File: src/nscv_pkg.sv
// Package for the NMEA sentence checksum verifier.
// Holds the tracker phase type, the sentence head table and hex helpers.
// No dependencies.
package nscv_pkg;

  localparam int HeadCount = 4;

  localparam logic [7:0] STAR_CHAR = 8'h2A;
  localparam logic [7:0] END_CHAR  = 8'h00;

  // Tracker phase: waiting for head, summing, after star, after first digit, done
  typedef enum logic [2:0] {
    PH_IDLE  = 3'd0,
    PH_SUM   = 3'd1,
    PH_STAR  = 3'd2,
    PH_DIGIT = 3'd3,
    PH_DONE  = 3'd4
  } phase_t;

  // Status word from one tracker to the top level
  typedef struct packed {
    logic fail_now;   // checksum digits rejected or mismatched on this word
    logic end_fail;   // tracker would fail if the buffer ended now
  } trk_status_t;

  // Sentence heads, first character in the top byte
  localparam logic [HeadCount-1:0][47:0] HEAD_TEXT = {
    48'h244750524D43,   // $GPRMC
    48'h244750474741,   // $GPGGA
    48'h244750475341,   // $GPGSA
    48'h244750565447    // $GPVTG
  };

  // XOR of the five head characters after the dollar sign
  function automatic logic [7:0] head_xor(input logic [47:0] head);
    logic [7:0] x;
    x = 8'h00;
    for (int k = 0; k < 5; k++) begin
      x = x ^ head[8*k +: 8];
    end
    return x;
  endfunction

  // Hex digit value in the low four bits; bit 4 set when not a hex digit
  function automatic logic [4:0] hex_value(input logic [7:0] c);
    logic [4:0] v;
    if (c >= 8'h30 && c <= 8'h39) begin
      v = {1'b0, 4'(c - 8'h30)};
    end else if (c >= 8'h41 && c <= 8'h46) begin
      v = {1'b0, 4'(c - 8'h37)};
    end else if (c >= 8'h61 && c <= 8'h66) begin
      v = {1'b0, 4'(c - 8'h57)};
    end else begin
      v = 5'h10;
    end
    return v;
  endfunction

endpackage

File: src/nscv_tracker.sv
// One sentence tracker: sums the sentence after its head and checks the
// hex checksum that follows the star. Depends on nscv_pkg.
module nscv_tracker
  import nscv_pkg::*;
(
  input  logic        clk,
  input  logic        rst_n,
  input  logic        step,       // nonzero word accepted
  input  logic        clear,      // end-of-buffer word accepted
  input  logic [7:0]  cur_byte,
  input  logic        head_hit,   // head completes with this word
  input  logic [7:0]  head_sum,
  output trk_status_t status
);

  phase_t      phase_r, phase_nxt;
  logic [7:0]  xor_r, xor_nxt;
  logic [3:0]  digit_r, digit_nxt;
  logic [4:0]  hex;
  logic [7:0]  check_val;
  logic        fail_now;

  assign hex = hex_value(cur_byte);

  // Checksum value: two digits when the second is hex, else first alone
  assign check_val = hex[4] ? {4'h0, digit_r} : {digit_r, hex[3:0]};

  // Next state of the tracker
  always_comb begin
    phase_nxt = phase_r;
    xor_nxt   = xor_r;
    digit_nxt = digit_r;
    fail_now  = 1'b0;
    if (clear) begin
      phase_nxt = PH_IDLE;
      xor_nxt   = 8'h00;
      digit_nxt = 4'h0;
    end else if (step) begin
      case (phase_r)
        PH_IDLE: begin
          if (head_hit) begin
            phase_nxt = PH_SUM;
            xor_nxt   = head_sum;
          end
        end
        PH_SUM: begin
          if (cur_byte == STAR_CHAR) begin
            phase_nxt = PH_STAR;
          end else begin
            xor_nxt = xor_r ^ cur_byte;
          end
        end
        PH_STAR: begin
          if (hex[4]) begin
            fail_now  = 1'b1;
            phase_nxt = PH_DONE;
          end else begin
            digit_nxt = hex[3:0];
            phase_nxt = PH_DIGIT;
          end
        end
        PH_DIGIT: begin
          fail_now  = (check_val != xor_r);
          phase_nxt = PH_DONE;
        end
        default: begin
          phase_nxt = phase_r;
        end
      endcase
    end
  end

  // Status toward the verdict
  always_comb begin
    status.fail_now = fail_now;
    status.end_fail = (phase_r == PH_SUM) || (phase_r == PH_STAR) ||
                      ((phase_r == PH_DIGIT) && ({4'h0, digit_r} != xor_r));
  end

  always_ff @(posedge clk) begin
    if (!rst_n) begin
      phase_r <= PH_IDLE;
      xor_r   <= 8'h00;
      digit_r <= 4'h0;
    end else begin
      phase_r <= phase_nxt;
      xor_r   <= xor_nxt;
      digit_r <= digit_nxt;
    end
  end

endmodule

File: src/nmea_sentence_checksum_verify.sv
// Channel  | Ports                          | Moves
// input    | in_valid in_ready in_text_byte | one text byte per word
// result   | out_valid out_ready out_buffer_valid | one verdict per buffer
//
// A new word is accepted every cycle unless a verdict waits and out_ready is low.
// The verdict for a buffer appears in the output register in the cycle after the
// zero byte is accepted. Input is held off only while a verdict waits and
// out_ready is low. Synchronous active-low reset clears all trackers.
// Top level of the NMEA sentence checksum verifier. Depends on nscv_pkg and
// nscv_tracker.
module nmea_sentence_checksum_verify
  import nscv_pkg::*;
(
  input  logic       clk,
  input  logic       rst_n,
  input  logic       in_valid,
  output logic       in_ready,
  input  logic [7:0] in_text_byte,
  output logic       out_valid,
  input  logic       out_ready,
  output logic       out_buffer_valid
);

  logic [39:0]    recent_r, recent_nxt;
  logic           fail_r, fail_nxt;
  logic           out_valid_r, out_valid_nxt;
  logic           verdict_r, verdict_nxt;
  logic           accept, is_end;
  logic [47:0]    window;
  trk_status_t    status [HeadCount];
  logic [HeadCount-1:0] fail_now_v, end_fail_v;

  assign in_ready = !out_valid_r || out_ready;
  assign accept   = in_valid && in_ready;
  assign is_end   = (in_text_byte == END_CHAR);
  assign window   = {recent_r, in_text_byte};

  // One tracker per sentence head
  for (genvar t = 0; t < HeadCount; t++) begin : g_trk
    nscv_tracker u_trk (
      .clk      (clk),
      .rst_n    (rst_n),
      .step     (accept && !is_end),
      .clear    (accept && is_end),
      .cur_byte (in_text_byte),
      .head_hit (window == HEAD_TEXT[t]),
      .head_sum (head_xor(HEAD_TEXT[t])),
      .status   (status[t])
    );
    assign fail_now_v[t] = status[t].fail_now;
    assign end_fail_v[t] = status[t].end_fail;
  end

  // Advance the byte window and failure flag, load the verdict on end of buffer
  always_comb begin
    recent_nxt    = recent_r;
    fail_nxt      = fail_r;
    verdict_nxt   = verdict_r;
    out_valid_nxt = out_valid_r;
    if (out_ready) begin
      out_valid_nxt = 1'b0;
    end
    if (accept) begin
      if (is_end) begin
        recent_nxt    = 40'h0;
        fail_nxt      = 1'b0;
        verdict_nxt   = !(fail_r || (|end_fail_v));
        out_valid_nxt = 1'b1;
      end else begin
        recent_nxt = window[39:0];
        fail_nxt   = fail_r || (|fail_now_v);
      end
    end
  end

  always_ff @(posedge clk) begin
    if (!rst_n) begin
      recent_r    <= 40'h0;
      fail_r      <= 1'b0;
      out_valid_r <= 1'b0;
    end else begin
      recent_r    <= recent_nxt;
      fail_r      <= fail_nxt;
      out_valid_r <= out_valid_nxt;
    end
  end

  // Verdict payload, no reset needed
  always_ff @(posedge clk) begin
    verdict_r <= verdict_nxt;
  end

  assign out_valid        = out_valid_r;
  assign out_buffer_valid = verdict_r;

`ifndef SYNTH
  // A verdict appears only after an end-of-buffer word
  a_verdict_src: assert property (@(posedge clk) disable iff (!rst_n)
    $rose(out_valid_r) |-> $past(accept && is_end))
    else $error("verdict without end of buffer");

  // The byte window is empty after an end-of-buffer word
  a_window_clear: assert property (@(posedge clk) disable iff (!rst_n)
    (accept && is_end) |=> (recent_r == 40'h0) && !fail_r)
    else $error("state not cleared at end of buffer");

  // A waiting verdict is never dropped
  a_hold: assert property (@(posedge clk) disable iff (!rst_n)
    (out_valid_r && !out_ready) |=> out_valid_r && $stable(verdict_r))
    else $error("verdict lost while stalled");

  // An empty output register never blocks input
  a_ready: assert property (@(posedge clk) disable iff (!rst_n)
    !out_valid_r |-> in_ready)
    else $error("input blocked with empty output");
`endif

endmodule

File: config.mk
export PLATFORM = sky130hd
export DESIGN_NAME = nmea_sentence_checksum_verify
export DESIGN_NICKNAME = d
export VERILOG_FILES = /design/src/nscv_pkg.sv /design/src/nscv_tracker.sv /design/src/nmea_sentence_checksum_verify.sv
export SDC_FILE = /design/constraint.sdc
export NUM_CORES = 1
export LEC_CHECK = 0
export BUFFER_PORTS_ARGS = -buffer_cell sky130_fd_sc_hd__clkbuf_2
export CAP_MARGIN = 40
export CORE_MARGIN = 10
export CORE_UTILIZATION = 40
export DETAILED_ROUTE_END_ITERATION = 6
export GPL_ROUTABILITY_DRIVEN = 1
export PLACE_DENSITY_LB_ADDON = 0.12
export SLEW_MARGIN = 15
export SYNTH_ARGS = -nofsm -noshare
export SYNTH_HDL_FRONTEND = slang
export SYNTH_HIERARCHICAL = 1
export SYNTH_SLANG_ARGS = --single-unit
File: constraint.sdc
create_clock -name clk -period 3.95 [get_ports clk]
set_input_delay 0.79 -clock clk [delete_from_list [all_inputs] [get_ports clk]]
set_output_delay 0.79 -clock clk [all_outputs]
set_load 0.05 [all_outputs]
==> flow_summary_export.csv <==
group,metric,value,unit
run_status,status,"finished clean",
synthesis,synth_seq_cells,103,
worst_setup_path,cp_max_fo,16,
hold_path,min_from,"recent_r[34]",
layout,area_growth_syn_to_layout,10.2,%
hold_path,hold_depth,1,
synthesis,synthCells,848,
synthesis,synth_ff_type,"dfxtp_1",
hold_path,min_to,"recent_r[34]",
layout,stdcell_count,1108,
timing,timing.hold.ws,0.483,ns
drt,ant_nets,0,
timing,rsz0062_at_grt,"no",
synthesis,avgSynthCellArea,8.17,um2
timing,setup_viol,0,
worst_setup_path,worstReg2RegEnd,"g_trk[0].u_trk/xor_r[0]",
synthesis,syn-cell-area,6930,um2
synthesis,netlist_top_cells_count,"dfxtp_1 (102), nor2_1 (96), a21oi_1 (79)",
power,powerDensity,293,nW/um2
synthesis,synth.most_common_cell,"dfxtp_1",
clock_network,cts_tree,"done",
power,power.leakage,0.00283,uW
drt,viasPerCell,5.65,
clock_network,ctsHoldBuffers,0,
timing,period_share,86.9,%
die,die_w,152,um
placement,dp_slack,0.226,ns
power,ir_drop,0.000217,V
placement,io_buffers,14,
timing,slew_headroom,43.0,%
die,ioPinCount,15,
timing,worstMarginPinSlew,0.854,ns
worst_setup_path,end_kind,"flip-flop",
clock_network,cts_root_buf,"clkbuf_16",
global_route,grt_pass1_vias,5925,
die,start_util,40.5,%
synthesis,seq_area_frac_synth,29.9,%
worst_setup_path,setup.worst_path.start_class,"input pin",
timing,setup-tns-final,0,ns
die,fp.coreArea,17100,um2
layout,fillers,1701,
die,dieArea,23000,um2
clock_network,clockBufferDepth,2,
worst_setup_path,worstSetupStartpoint,"in_text_byte[0]",
global_route,overflow,0,
drt,wl_per_cell,17.5,um
synthesis,synth_warnings,6,
timing,worst_slack,0.518,ns
layout,utilization,44.6,%
layout,drive_gt1_share,16.1,%
layout,diodes,0,
synthesis,synth_top_area_share,29.5,%
clock_network,cts_max_level,3,
synthesis,synth_edf_count,1,
synthesis,async_flop_share,0,%
drt,drtIter0Drc,401,
global_route,antenna_found_initial,0,
timing,report.final.slew_viol_count,0,
die,die_h,152,um
worst_setup_path,r2r_slack,1.01,ns
hold_path,hold_path.class,"reg -> reg",
drt,drt_pass1_iterations,4,
timing,report.final.hold_viol_count,0,
clock_network,post_cts_resized,0,
synthesis,synth_top_area_cell,"dfxtp_1",
timing,fin_worst_skew,0.00688,ns
timing,max_freq,0.291,GHz
layout,nets,906,
drt,vias,6263,
placement,post-place-cells,1092,
placement,hpwlAfterDp,14000,um
clock_network,cts.sinks,103,
clock_network,cts_buffers,9,
worst_setup_path,cp_data_arrival_time,3.72,ns
global_route,grt_pass1_wl,31400,um
die,rows,48,
global_route,grt_max_degree,33,
worst_setup_path,cp_data_required_time,4.24,ns
clock_network,postCtsSetupBuffers,0,
worst_setup_path,path_class,"in -> reg",
worst_setup_path,r2r_cells,9,
clock_network,clock_latency,0.36,ns
worst_setup_path,r2r_start,"recent_r[33]",
flow_run,cap_viol_max_count,0,
drt,drc,0,
global_route,grt_use_total,17.0,%
placement,place.gp.congestion,0.871,
drt,routed_wirelength,19400,um
synthesis,synth_area_leaders,"dfxtp_1 (29%), a21oi_1 (5.7%), nor2_1 (5.2%)",
clock_network,clk_pin_slew,0.08,ns
synthesis,yosysUniqueCellTypes,77,
timing,min_period,3.43,ns
==> report_power, final <==
group	internal, uW	switching, uW	leakage (uW)	total [uW]
logic	85.4	144	0.00185	229
clock network	460	491	0.000154	950
registers	1050	8.94	0.000832	1060
==> critical path: stages <==
cell and delay, ns:
clkbuf_2 0.33, buf_4 0.26, nor4bb_1 0.28, nand4_1 0.16, nor3_1 0.34, and3_1 0.34
inv_1 0.06, o41ai_1 0.23, nand2_1 0.37, or2_2 0.41, a21oi_1 0.12
==> state kept, by name (all words and copies together) (netlist names) <==
signal               cells
g_trk.u_trk/digit_r     16
out_buffer_valid         1
g_trk.u_trk/phase_r     12
out_valid                1
g_trk.u_trk/xor_r       32
recent_r                40
fail_r                   1
==> cell families (layout without fill, tap and decap cells) <==
family	count (synthesis)	in the layout	synth area share [%]
other	2	32	0.108
AND/OR/NAND/NOR	346	346	29.3
multiplexers	17	17	2.48
buffers and inverters	68	73	4.97
flip-flops	103	103	29.9
AO/OA/AOI/OAI	254	254	25.1
adder cells (fa/ha/maj)	16	16	2.89
XOR/XNOR	42	42	5.31
==> through the flow <==
| stage | cell area [um2] | total power [uW] |
|---|---|---|
| 3_3_place_gp | 7300 | 1300 |
| 5_1_grt | 7630 | 2330 |
| 3_5_place_dp | 7320 | 1310 |
| 4_1_cts | 7630 | 2270 |
| 2_1_floorplan | 7040 | 1220 |
| 6_report | 7630 | 2240 |
==> area by class of cell <==
class | count | area (um2) | share of cell area (%)
Multi-Input combinational cell | 707 | 4620 | 60.5
Clock inverter | 7 | 93.8 | 1.23
Clock buffer | 9 | 225 | 2.95
Timing Repair Buffer | 41 | 280 | 3.67
Tap cell | 225 | 282 | 3.69
Inverter | 16 | 60.1 | 0.787
Sequential cell | 103 | 2070 | 27.1
==> per-layer routing <==
metal	GRT usage [%]	part of all wire [%]
met4	4.77	1.2
met1	21.7	48
met2	29.0	48
met3	2.41	2.4
met5	0	0
==> cells in the final DEF, fill, tap and decap left out, types with 15 or more instances in the layout <==
master    synthesis  layout
a21oi_1          79      79
xor2_1           27      27
buf_4            11      26
a211oi_1         17      17
nor3b_1          33      33
inv_1            16      16
o21ai_0          40      40
nor2_1           96      96
ha_1             16      16
a22o_2           24      24
dfxtp_1         102     102
nand2_1          53      53
nor3_1           21      21
mux2i_1          16      16
xnor2_1          15      15
or2_2            21      21
conb_1            2      32
==> how the worst max path moves through the flow <==
| stage | to | slack, ns | cells past startpoint |
|---|---|---|---|
| 2_1_floorplan | fail_r | 0.62 | 13 |
| 3_3_place_gp | fail_r | 0.26 | 12 |
| 3_5_place_dp | g_trk[0].u_trk/xor_r[0] | 0.23 | 11 |
| 4_1_cts | g_trk[2].u_trk/xor_r[7] | 0.56 | 11 |
| 5_1_grt | g_trk[2].u_trk/xor_r[2] | 0.22 | 11 |
| 6_report | g_trk[2].u_trk/xor_r[7] | 0.52 | 11 |
Power figures use the tool's default switching activity.
